[src/rssc_pkg.sv]
// Shared types and constants of the RLE sprite span clipper.
// Used by the front, queue, back and top-level modules.
`default_nettype none

package rssc_pkg;

  localparam int unsigned CoordBits  = 16;
  localparam int unsigned PosBits    = 19;
  localparam int unsigned SumBits    = PosBits + 1;
  localparam int unsigned SizeBits   = 12;
  localparam int unsigned LayerBits  = 8;
  localparam int unsigned WinBits    = 13;
  localparam int unsigned RowBits    = 12;
  localparam int unsigned SrcBits    = 16;
  localparam int unsigned InDataBits  = 120;
  localparam int unsigned OutDataBits = 64;

  localparam logic [RowBits-1:0]          RowMax      = 12'd4095;
  localparam logic signed [SumBits-1:0]   CursorMax   = 20'sd131071;
  localparam logic [SizeBits:0]           HeaderWords = 13'd2;

  typedef enum logic {
    KIND_START = 1'b0,
    KIND_RUN   = 1'b1
  } item_kind_e;

  typedef enum logic {
    CFG_WINDOW_WIDTH  = 1'b0,
    CFG_WINDOW_HEIGHT = 1'b1
  } cfg_reg_e;

  typedef struct packed {
    item_kind_e                 kind;
    logic signed [PosBits-1:0]  off_x;
    logic signed [PosBits-1:0]  off_y;
    logic signed [PosBits-1:0]  ext_x;
    logic signed [PosBits-1:0]  ext_y;
    logic [LayerBits-1:0]       layer;
    logic [SizeBits-1:0]        skip;
    logic [SizeBits-1:0]        opq;
    logic [SizeBits:0]          sum;
    logic                       row_end;
  } rssc_entry_t;

  typedef struct packed {
    logic [RowBits-1:0]   span_y;
    logic [WinBits-1:0]   x_start;
    logic [WinBits-1:0]   x_end;
    logic [SrcBits-1:0]   source_word;
    logic [LayerBits-1:0] layer;
  } rssc_span_t;

endpackage

`default_nettype wire

[src/rle_sprite_span_clipper.sv]
// Top level of the RLE sprite span clipper: ports, window registers, front, queue, back.
// Depends on rssc_pkg, rssc_front, rssc_queue and rssc_back.
//
// The block takes one input transaction per cycle while the queue has room and the
// master side takes its spans; a span passes the queue and the back end's output
// register before the master side sees it. The back end's cursor update sets the rate:
// it retires one queued entry per cycle unless a held output span stalls it. A start
// transaction (tuser 0) sets placement, clip bounds and layer; each run entry (tuser 1,
// tlast at row end) yields at most one span. Clip bounds latched at a start transaction
// use the window size at that time; the span end clamp uses the current window width.
`default_nettype none

module rle_sprite_span_clipper
  import rssc_pkg::*;
#(
  parameter int unsigned WORD_OFFSET_BITS = 16
) (
  input  wire logic                   clk_i,
  input  wire logic                   rst_ni,
  // tdata: screen_x, screen_y, origin_x, origin_y, sprite_width, sprite_height,
  //        layer, skip_len, opaque_len
  input  wire logic [InDataBits-1:0]  s_axis_tdata,
  input  wire logic                   s_axis_tuser,   // kind
  input  wire logic                   s_axis_tlast,   // row_end
  input  wire logic                   s_axis_tvalid,
  output logic                        s_axis_tready,
  // tdata: span_y, span_x_start, span_x_end, source_word, span_layer, zero pad
  output logic [OutDataBits-1:0]      m_axis_tdata,
  output logic                        m_axis_tvalid,
  input  wire logic                   m_axis_tready,
  input  wire logic                   cfg_valid_i,
  output logic                        cfg_ready_o,
  input  wire logic                   cfg_index_i,
  input  wire logic [WinBits-1:0]     cfg_data_i
);

  logic [WinBits-1:0] window_width_q, window_height_q;
  rssc_entry_t        front_entry, queue_entry;
  logic               queue_full, queue_valid, pop;
  rssc_span_t         span;

  assign cfg_ready_o = 1'b1;

  always_ff @(posedge clk_i or negedge rst_ni) begin
    if (!rst_ni) begin
      window_width_q  <= 13'd320;
      window_height_q <= 13'd200;
    end else if (cfg_valid_i) begin
      case (cfg_reg_e'(cfg_index_i))
        CFG_WINDOW_WIDTH:  window_width_q  <= cfg_data_i;
        CFG_WINDOW_HEIGHT: window_height_q <= cfg_data_i;
        default: ;
      endcase
    end
  end

  rssc_front u_front (
    .in_data_i (s_axis_tdata),
    .in_kind_i (s_axis_tuser),
    .in_last_i (s_axis_tlast),
    .entry_o   (front_entry)
  );

  assign s_axis_tready = !queue_full;

  rssc_queue u_queue (
    .clk_i        (clk_i),
    .rst_ni       (rst_ni),
    .push_i       (s_axis_tvalid && !queue_full),
    .push_entry_i (front_entry),
    .full_o       (queue_full),
    .pop_i        (pop),
    .valid_o      (queue_valid),
    .entry_o      (queue_entry)
  );

  rssc_back #(
    .WORD_OFFSET_BITS (WORD_OFFSET_BITS)
  ) u_back (
    .clk_i           (clk_i),
    .rst_ni          (rst_ni),
    .window_width_i  (window_width_q),
    .window_height_i (window_height_q),
    .entry_valid_i   (queue_valid),
    .entry_i         (queue_entry),
    .pop_o           (pop),
    .out_valid_o     (m_axis_tvalid),
    .out_span_o      (span),
    .out_ready_i     (m_axis_tready)
  );

  assign m_axis_tdata = {2'b00, span.layer, span.source_word, span.x_end,
                         span.x_start, span.span_y};

endmodule

`default_nettype wire

[src/rssc_front.sv]
// Front end: unpacks an input transaction, classifies it and precomputes offsets and sums.
// Depends on rssc_pkg.
`default_nettype none

module rssc_front
  import rssc_pkg::*;
(
  input  wire logic [InDataBits-1:0] in_data_i,
  input  wire logic                  in_kind_i,
  input  wire logic                  in_last_i,
  output rssc_entry_t                entry_o
);

  logic signed [CoordBits-1:0] screen_x, screen_y, origin_x, origin_y;
  logic [SizeBits-1:0]         sprite_w, sprite_h;
  logic signed [PosBits-1:0]   off_x, off_y;

  assign screen_x = in_data_i[15:0];
  assign screen_y = in_data_i[31:16];
  assign origin_x = in_data_i[47:32];
  assign origin_y = in_data_i[63:48];
  assign sprite_w = in_data_i[75:64];
  assign sprite_h = in_data_i[87:76];

  assign off_x = PosBits'(screen_x) - PosBits'(origin_x);
  assign off_y = PosBits'(screen_y) - PosBits'(origin_y);

  always_comb begin
    entry_o.kind    = item_kind_e'(in_kind_i);
    entry_o.off_x   = off_x;
    entry_o.off_y   = off_y;
    entry_o.ext_x   = off_x + PosBits'(signed'({1'b0, sprite_w}));
    entry_o.ext_y   = off_y + PosBits'(signed'({1'b0, sprite_h}));
    entry_o.layer   = in_data_i[95:88];
    entry_o.skip    = in_data_i[107:96];
    entry_o.opq     = in_data_i[119:108];
    entry_o.sum     = {1'b0, in_data_i[107:96]} + {1'b0, in_data_i[119:108]};
    entry_o.row_end = in_last_i;
  end

endmodule

`default_nettype wire

[src/rssc_queue.sv]
// Two-entry queue between the front end and the span back end.
// Depends on rssc_pkg.
`default_nettype none

module rssc_queue
  import rssc_pkg::*;
(
  input  wire logic  clk_i,
  input  wire logic  rst_ni,
  input  wire logic  push_i,
  input  wire rssc_entry_t push_entry_i,
  output logic       full_o,
  input  wire logic  pop_i,
  output logic       valid_o,
  output rssc_entry_t entry_o
);

  rssc_entry_t mem_q [2];
  logic        wr_ptr_q, wr_ptr_d;
  logic        rd_ptr_q, rd_ptr_d;
  logic [1:0]  count_q, count_d;

  assign full_o  = (count_q == 2'd2);
  assign valid_o = (count_q != 2'd0);
  assign entry_o = mem_q[rd_ptr_q];

  always_comb begin
    wr_ptr_d = push_i ? ~wr_ptr_q : wr_ptr_q;
    rd_ptr_d = pop_i  ? ~rd_ptr_q : rd_ptr_q;
    count_d  = count_q + 2'(push_i) - 2'(pop_i);
  end

  always_ff @(posedge clk_i) begin
    if (push_i) begin
      mem_q[wr_ptr_q] <= push_entry_i;
    end
  end

  always_ff @(posedge clk_i or negedge rst_ni) begin
    if (!rst_ni) begin
      wr_ptr_q <= 1'b0;
      rd_ptr_q <= 1'b0;
      count_q  <= 2'd0;
    end else begin
      wr_ptr_q <= wr_ptr_d;
      rd_ptr_q <= rd_ptr_d;
      count_q  <= count_d;
    end
  end

  assert property (@(posedge clk_i) disable iff (!rst_ni) count_q != 2'd3)
    else $error("queue count out of range");
  assert property (@(posedge clk_i) disable iff (!rst_ni) pop_i |-> count_q != 2'd0)
    else $error("queue popped while empty");

endmodule

`default_nettype wire

[src/rssc_back.sv]
// Back end: sprite and cursor state, span clipping and the output register.
// Depends on rssc_pkg; fed by rssc_queue.
`default_nettype none

module rssc_back
  import rssc_pkg::*;
#(
  parameter int unsigned WORD_OFFSET_BITS = 16
) (
  input  wire logic               clk_i,
  input  wire logic               rst_ni,
  input  wire logic [WinBits-1:0] window_width_i,
  input  wire logic [WinBits-1:0] window_height_i,
  input  wire logic               entry_valid_i,
  input  wire rssc_entry_t        entry_i,
  output logic                    pop_o,
  output logic                    out_valid_o,
  output rssc_span_t              out_span_o,
  input  wire logic               out_ready_i
);

  logic                              active_q;
  logic signed [PosBits-1:0]         off_x_q, off_y_q;
  logic signed [SumBits-1:0]         clip_r_q, clip_b_q;
  logic [LayerBits-1:0]              layer_q;
  logic [RowBits-1:0]                row_q;
  logic signed [PosBits-1:0]         cursor_q;
  logic [WORD_OFFSET_BITS-1:0]       row_word_q;
  logic                              out_valid_q;
  rssc_span_t                        out_span_q;

  logic signed [SumBits-1:0] ww_s, wh_s, ext_x, ext_y, clip_r, clip_b, left, top;
  logic signed [SumBits-1:0] y, start, fin, cs, ce, skew;
  logic [WORD_OFFSET_BITS-1:0] src_word;
  logic is_start, is_run, live, emit;

  assign ww_s  = SumBits'(signed'({1'b0, window_width_i}));
  assign wh_s  = SumBits'(signed'({1'b0, window_height_i}));
  assign ext_x = SumBits'(entry_i.ext_x);
  assign ext_y = SumBits'(entry_i.ext_y);

  assign pop_o    = entry_valid_i && (!out_valid_q || out_ready_i);
  assign is_start = pop_o && (entry_i.kind == KIND_START);
  assign is_run   = pop_o && (entry_i.kind == KIND_RUN) && active_q;

  always_comb begin
    clip_r = (ext_x < ww_s) ? ext_x : ww_s;
    clip_b = (ext_y < wh_s) ? ext_y : wh_s;
    left   = entry_i.off_x[PosBits-1] ? '0 : SumBits'(entry_i.off_x);
    top    = entry_i.off_y[PosBits-1] ? '0 : SumBits'(entry_i.off_y);

    y     = SumBits'(off_y_q) + SumBits'(signed'({1'b0, row_q}));
    start = SumBits'(cursor_q) + SumBits'(signed'({1'b0, entry_i.skip}));
    fin   = SumBits'(cursor_q) + SumBits'(signed'({1'b0, entry_i.sum}));
    live  = !y[SumBits-1] && (y < clip_b_q) && (SumBits'(cursor_q) < clip_r_q);
    cs    = start[SumBits-1] ? '0 : start;
    ce    = (fin < ww_s) ? fin : ww_s;
    skew  = start[SumBits-1] ? -start : '0;
    emit  = is_run && (entry_i.opq != '0) && live && (cs < ce);
    src_word = row_word_q + WORD_OFFSET_BITS'(HeaderWords)
             + WORD_OFFSET_BITS'(unsigned'(skew));
  end

  always_ff @(posedge clk_i or negedge rst_ni) begin
    if (!rst_ni) begin
      active_q   <= 1'b0;
      off_x_q    <= '0;
      off_y_q    <= '0;
      clip_r_q   <= '0;
      clip_b_q   <= '0;
      layer_q    <= '0;
      row_q      <= '0;
      cursor_q   <= '0;
      row_word_q <= '0;
    end else if (is_start) begin
      active_q   <= (left < clip_r) && (top < clip_b);
      off_x_q    <= entry_i.off_x;
      off_y_q    <= entry_i.off_y;
      clip_r_q   <= clip_r;
      clip_b_q   <= clip_b;
      layer_q    <= entry_i.layer;
      row_q      <= '0;
      cursor_q   <= entry_i.off_x;
      row_word_q <= '0;
    end else if (is_run) begin
      if (entry_i.row_end) begin
        row_q      <= (row_q != RowMax) ? row_q + 1'b1 : row_q;
        cursor_q   <= off_x_q;
        row_word_q <= '0;
      end else begin
        cursor_q   <= (fin > CursorMax) ? PosBits'(CursorMax) : PosBits'(fin);
        row_word_q <= row_word_q + WORD_OFFSET_BITS'(entry_i.opq)
                    + WORD_OFFSET_BITS'(HeaderWords);
      end
    end
  end

  always_ff @(posedge clk_i or negedge rst_ni) begin
    if (!rst_ni) begin
      out_valid_q <= 1'b0;
    end else if (emit) begin
      out_valid_q <= 1'b1;
    end else if (out_ready_i) begin
      out_valid_q <= 1'b0;
    end
  end

  always_ff @(posedge clk_i) begin
    if (emit) begin
      out_span_q.span_y      <= y[RowBits-1:0];
      out_span_q.x_start     <= cs[WinBits-1:0];
      out_span_q.x_end       <= ce[WinBits-1:0];
      out_span_q.source_word <= SrcBits'(src_word);
      out_span_q.layer       <= layer_q;
    end
  end

  assign out_valid_o = out_valid_q;
  assign out_span_o  = out_span_q;

  assert property (@(posedge clk_i) disable iff (!rst_ni)
    out_valid_q |-> (out_span_q.x_start < out_span_q.x_end))
    else $error("empty span presented");
  assert property (@(posedge clk_i) disable iff (!rst_ni)
    is_start |=> (row_q == '0) && (cursor_q == off_x_q) && (row_word_q == '0))
    else $error("sprite start did not rewind cursors");
  assert property (@(posedge clk_i) disable iff (!rst_ni)
    (is_run && entry_i.row_end) |=> (row_word_q == '0) && (cursor_q == off_x_q))
    else $error("row end did not rewind cursors");

endmodule

`default_nettype wire
[config.mk]
export PLATFORM = sky130hd
export DESIGN_NAME = rle_sprite_span_clipper
export DESIGN_NICKNAME = d
export VERILOG_FILES = /design/src/rssc_pkg.sv /design/src/rle_sprite_span_clipper.sv /design/src/rssc_front.sv /design/src/rssc_queue.sv /design/src/rssc_back.sv
export SDC_FILE = /design/constraint.sdc
export NUM_CORES = 1
export LEC_CHECK = 0
export BUFFER_PORTS_ARGS = -buffer_cell sky130_fd_sc_hd__buf_4
export CORE_AREA = 2 2 222 224
export CTS_CLUSTER_SIZE = 14
export DETAILED_ROUTE_END_ITERATION = 16
export DIE_AREA = 0 0 224 226
export GPL_TIMING_DRIVEN = 0
export PLACE_DENSITY = 0.85
export SLEW_MARGIN = 20
export SYNTH_ARGS = -nofsm -noshare
export SYNTH_HDL_FRONTEND = slang
export SYNTH_HIERARCHICAL = 1
export SYNTH_SLANG_ARGS = --single-unit
[constraint.sdc]
create_clock -name clk_i -period 48.5 [get_ports clk_i]
set_input_delay 9.7 -clock clk_i [delete_from_list [all_inputs] [get_ports clk_i]]
set_output_delay 9.7 -clock clk_i [all_outputs]
set_load 0.02 [all_outputs]
# After elaboration in Yosys (flattened, before gate mapping)

Memories as Yosys holds them, arrays and structs flattened.
Cells that the tools add are included.

Order comparisons: 9
Equality and inequality tests: 2
Reduce and logical (&&, ||, !) cells: 24
Add/sub/neg operators: 16
Bitwise logic cells: 4
Multiplexer cells: 22

Operator list:

| kind                                                                               | count |
|---|---|
| 19-bit two-way mux                                                                 | 5 |
| 20-bit < comparator                                                                | 4 |
| 16-bit two-way mux                                                                 | 4 |
| 20-bit two-way mux                                                                 | 3 |
| 12-bit two-way mux                                                                 | 4 |
| 19-bit by 13-bit adder with 20-bit output                                          | 2 |
| 19-bit by 13-bit adder with 19-bit output                                          | 2 |
| 19-bit by 14-bit < comparator with 1-bit output                                    | 2 |
| 18-bit two-way mux                                                                 | 2 |
| 16-bit by 16-bit subtractor with 17-bit output                                     | 2 |
| 16-bit by 2-bit adder with 16-bit output (second input constant)                   | 2 |
| 19-bit by 14-bit adder with 20-bit output                                          | 1 |
| 20-bit by 18-bit greater-than comparator with 1-bit output (second input constant) | 1 |
| 19-bit by 20-bit < comparator with 1-bit output                                    | 1 |
| 20-bit by 14-bit < comparator with 1-bit output                                    | 1 |
| 16-bit by 12-bit adder with 16-bit output                                          | 1 |
| 16-bit adder                                                                       | 1 |
| 16-bit negator                                                                     | 1 |
| 12-bit by 12-bit adder with 13-bit output                                          | 1 |
| 12-bit by 1-bit adder with 12-bit output (second input constant)                   | 1 |
| 12-bit inequality test (second input constant)                                     | 1 |
| 12-bit nonzero test                                                                | 1 |
| 1-bit logical AND                                                                  | 11 |
| 2-bit nonzero test                                                                 | 5 |
| other kinds (9)                                                                    | 18 |

Memory bits (writable): 246
Register bits: 227
Logic and storage cells: 98
Input bits: 141
Memories: 1
Output and inout bits: 67

Memory list:

| memory        | depth | width | rd ports | clocked after memory_dff | wr ports | line             | text |
|---|---|---|---|---|---|---|---|
| u_queue.mem_q | 2     | 123   | 1        | 0                        | 1        | rssc_queue.sv:18 | `rssc_entry_t mem_q [2];` |

# Longest topological paths before layout

Word-level depth: 9
Mapped depth: 33
Mapped depth without buffers: 29

# By module

The synthesis kept the hierarchy.

By module, submodules not included:

| module                  | seq. area each (µm²) | times used | cells each | area each (µm²) |
|---|---|---|---|---|
| rssc_back               | 5190.0               | 1          | 1635       | 14855.5 |
| rssc_queue              | 7487.2               | 1          | 398        | 9316.4 |
| rssc_front              | 0.0                  | 1          | 482        | 3498.4 |
| rle_sprite_span_clipper | 656.9                | 1          | 63         | 1069.8 |

# Least setup slack after synthesis

Ideal clock, no wire load.

Path kind: input to register
From: in m_axis_tready
To: reg u_back.out_span_q (netlist bit u_back/out_span_o[0]), enable pin
Stages: 7
Data required time: 47.688 ns
Library setup time: 0.812 ns
Setup slack: 26.921 ns
Buffers on the path: 0
Arrival time: 20.767 ns
Path through: nor2b_1 -> nor3_2 -> nand2_1 -> a221oi_1 -> nand4_1 -> or4b_1 -> a2111oi_0

Word-level cells in the longest chain between the ends: 7

RTL lines:

| what                           | line                          | text |
|---|---|---|
| from (decl)                    | rle_sprite_span_clipper.sv:30 | `input wire logic m_axis_tready,` |
| 1-bit logical OR               | rssc_back.sv:42               | `assign pop_o = entry_valid_i && (!out_valid_q \|\| out_ready_i);` |
| 1-bit logical AND              | rssc_back.sv:42               |  |
| 1-bit logical AND (2 in a row) | rssc_back.sv:44               | `assign is_run = pop_o && (entry_i.kind == KIND_RUN) && active_q;` |
| 1-bit logical AND (3 in a row) | rssc_back.sv:59               | `emit = is_run && (entry_i.opq != '0) && live && (cs < ce);` |
| named net u_back.emit          | rssc_back.sv:35               | `logic is_start, is_run, live, emit;` |
| to (decl)                      | rssc_back.sv:30               | `rssc_span_t out_span_q;` |

The timed path passes the listed nets, and every way through them passes these cells.
A chain may end at the register's enable or synchronous reset.

# Worst setup path after layout

Ends and elaborated chain as after synthesis.

==> results.json <==
{
  "power_density_nw_per_um2": 66.2,
  "drt_pre_antenna_iters": 6,
  "holdCritPathClass": "reg -> reg",
  "post-cts-setup-buffers": 0,
  "cts_tree": "done",
  "fp.dieH_um": 226,
  "rrSetupSlack_ns": 38.12,
  "place_congestion": 0.932,
  "cp-start-kind": "input port",
  "hpwl_mm": 56.1,
  "status": "completed",
  "io_pins": 208,
  "synth_compound_area_frac": 0.120,
  "synth_cells": 2578,
  "synthMuxAreaShare": 0.0791,
  "synth-simple-area-share": 0.109,
  "maxSlewViolCount": 0,
  "grt_use_total": 0.284,
  "die_w_um": 224,
  "synth_top_family_by_area": "adder cells",
  "rsz0062_at_grt": "no",
  "rr_worst_depth": 38,
  "skew_ns": 0.0191,
  "viasPerCell": 6.05,
  "p_leak_nw": 14.7,
  "area_growth_pct": 14.2,
  "worstMarginPinSlew_ns": 0.960,
  "initial_core_util": 0.595,
  "wl_per_cell_um": 20.7,
  "seq_area_sq_um": 13300,
  "core_sq_um": 48300,
  "drt_wl_total_mm": 72.4,
  "synthAdderAreaFrac": 0.134,
  "cts_buffer_depth": 3,
  "clock_latency_ns": 0.59,
  "slew_headroom": 0.358,
  "fillerInstances": 3373,
  "grt_pass1_wl_mm": 111,
  "tns_ns": 0,
  "num_rows": 81,
  "endpoint_kind": "register",
  "final-setup-viol-count": 0,
  "whs_path_depth": 0,
  "synth.distinct_cells": 98,
  "hold_violations": 0,
  "synth-seq-cells": 471,
  "clkTransAtPathRegs_ns": 0.06,
  "drc": 0,
  "detail-route-antenna-nets": 0,
  "h-tree-depth": 2,
  "final_area_sq_um": 32800,
  "synthArstFlopShare": 0.346,
  "netlist_area_sq_um": 28700,
  "drtIter0Drc": 1630,
  "maxCapViolations": 0,
  "required_ns": 48.78,
  "cts_root_buffer": "clkbuf_16",
  "reg2reg_from": "u_queue/rd_ptr_q",
  "final_cell_mix": "edfxtp_1, ha_1, nand2_1",
  "yosysSeqAreaShare": 0.464,
  "final_common_cell": "edfxtp_1",
  "synth-xor-area-share": 0.0455,
  "antenna_found_initial": 0,
  "min_to": "u_back/out_span_o[5]",
  "ys.flop_type": "edfxtp_1",
  "port_buffers": 194,
  "fp.dieArea_sq_um": 50600,
  "dpl_cell_area_sq_um": 31300,
  "grt_max_degree": 103,
  "via_count": 21200,
  "overflow": 0,
  "cts_buffers": 47,
  "fin_nets": 3282,
  "grt_pass1_vias": 20900,
  "synth_edf_count": 308,
  "r2r_end": "u_back/out_span_o[0]",
  "cp_max_fo": 10,
  "cts-resized-gates": 0,
  "hold_buffers": 0,
  "drive_gt1_frac": 0.187,
  "crit_type": "in -> reg",
  "min_from": "u_back/layer_q[5]",
  "peakVddDrop_mv": 0.0344,
  "antennaDiodeCount": 0,
  "fin_crit_ns": 13.85,
  "multi_input_area_sq_um": 14000,
  "synth_warnings": 6,
  "fin_crit_sh": 0.286,
  "syn_avg_cell_area_sq_um": 11.1,
  "cp_data_arrival_time_ns": 14.13,
  "numClockSinks": 471,
  "fmax_mhz": 72.2
}
## worst max-delay path by stage
stage                        from                     to  slack, ns
finish              m_axis_tready   u_back/out_span_o[0]      34.65
global route        m_axis_tready  u_back/out_span_o[28]      34.38
CTS                 m_axis_tready  u_back/out_span_o[28]      34.75
detailed placement  m_axis_tready   u_back/out_span_o[2]      34.14
global placement    m_axis_tready   u_back/out_span_o[3]      22.38
floorplan           m_axis_tready   u_back/out_span_o[0]      26.92
## routing by layer
| metal | vias to the layer above | wire length, um | part of all wire | GRT usage |
|---|---|---|---|---|
| met5 | - | 0 | 0 | 0 |
| met4 | 0 | 3080 | 0.043 | 0.126 |
| met3 | 174 | 5530 | 0.076 | 0.0414 |
| met2 | 919 | 33400 | 0.46 | 0.459 |
| met1 | 10300 | 30400 | 0.42 | 0.381 |
| li1 | 9775 | - | - | - |
## cell usage after synthesis (all sizes together), types with 8 or more instances
master  number  area, sq um
xor2        58          508
o211ai      16          120
a31oi       14          103
nor3        31          170
clkbuf      44          165
or3         10         63.8
nor4        12         75.1
a21o        61          459
nor2       121          454
dfrtp      158         3950
nor2b       64          408
o21bai      18          135
mux2       150         1950
a21oi      111          563
o21a        36          270
a211oi      15          130
and3        12         75.1
nand3       40          205
inv        195          732
buf         66          502
a221oi      15          138
nand2b      43          269
nand2      258          971
edfxtp     308         9250
mux2i       32          320
a21boi       8         60.1
and2         9         58.8
xnor2       86          753
ha         291         3640
nand4       20          125
fa          10          200
o21ai      154          774
## stage by stage
step / power [W] / cells / hold slack (ns) / util / setup WS (ns)
after CTS: 0.00215 / 3499 / 0.453 / 0.679 / 34.75
after global routing: 0.00231 / 3499 / 0.465 / 0.679 / 34.38
final: 0.00217 / 3499 / 0.455 / 0.679 / 34.65
after floorplan: 0.00144 / 2579 / 0.425 / - / 26.92
after detailed placement: 0.00177 / 3413 / 0.439 / 0.646 / 34.14
after global placement: 0.00172 / 3395 / 0.433 / 0.641 / 22.38
## final cells by class
type,instances,share of cell area
well taps,622,0.0237
repair buffers,212,0.0522
flip-flops and latches,471,0.406
multi-input cells,1802,0.427
clock inverters,19,0.00721
plain buffers,110,0.0203
inverters,196,0.0224
clock buffers,67,0.0405
## sequential cells by signal (all words and copies together), names as in the netlist, 2 cells and up
signal / cells
u_back/clip_b_q: 19
window_width_q: 13
window_height_q: 13
u_back/layer_q: 8
u_queue/count_q: 2
u_back/cursor_q: 19
u_back/off_y_q: 19
u_queue/mem_q: 246
u_back/row_word_q: 16
u_back/row_q: 12
u_back/out_span_o: 62
u_back/clip_r_q: 19
u_back/off_x_q: 19
## worst max-delay path: stages
cell	delay (ns)
buf_4	0.10
nor2b_1	0.07
nor3_2	0.58
nand2_1	0.10
a221oi_1	0.32
nand4_1	0.13
or4b_1	0.55
a2111oi_2	0.80
buf_2	0.34
buf_2	0.25
buf_2	0.24
buf_2	0.24
buf_2	0.23
buf_2	0.24
buf_2	0.23
## power breakdown
group | internal, W | switching [W]
clock network | 0.000218 | 0.000154
registers | 0.000571 | 0.0000580
logic | 0.000464 | 0.000708
## kinds of logic (layout without fill, tap and decap cells)
family | count (synthesis) | count (layout)
other | 2 | 3
AOI/OAI and AO/OA | 519 | 519
and+or+nand+nor | 651 | 651
muxes | 182 | 182
DFF | 471 | 471
adders and majority gates | 301 | 301
buffers and inverters | 306 | 604
xor gates and xnor gates | 146 | 146
Note: power is estimated with default switching activity, not from simulation.
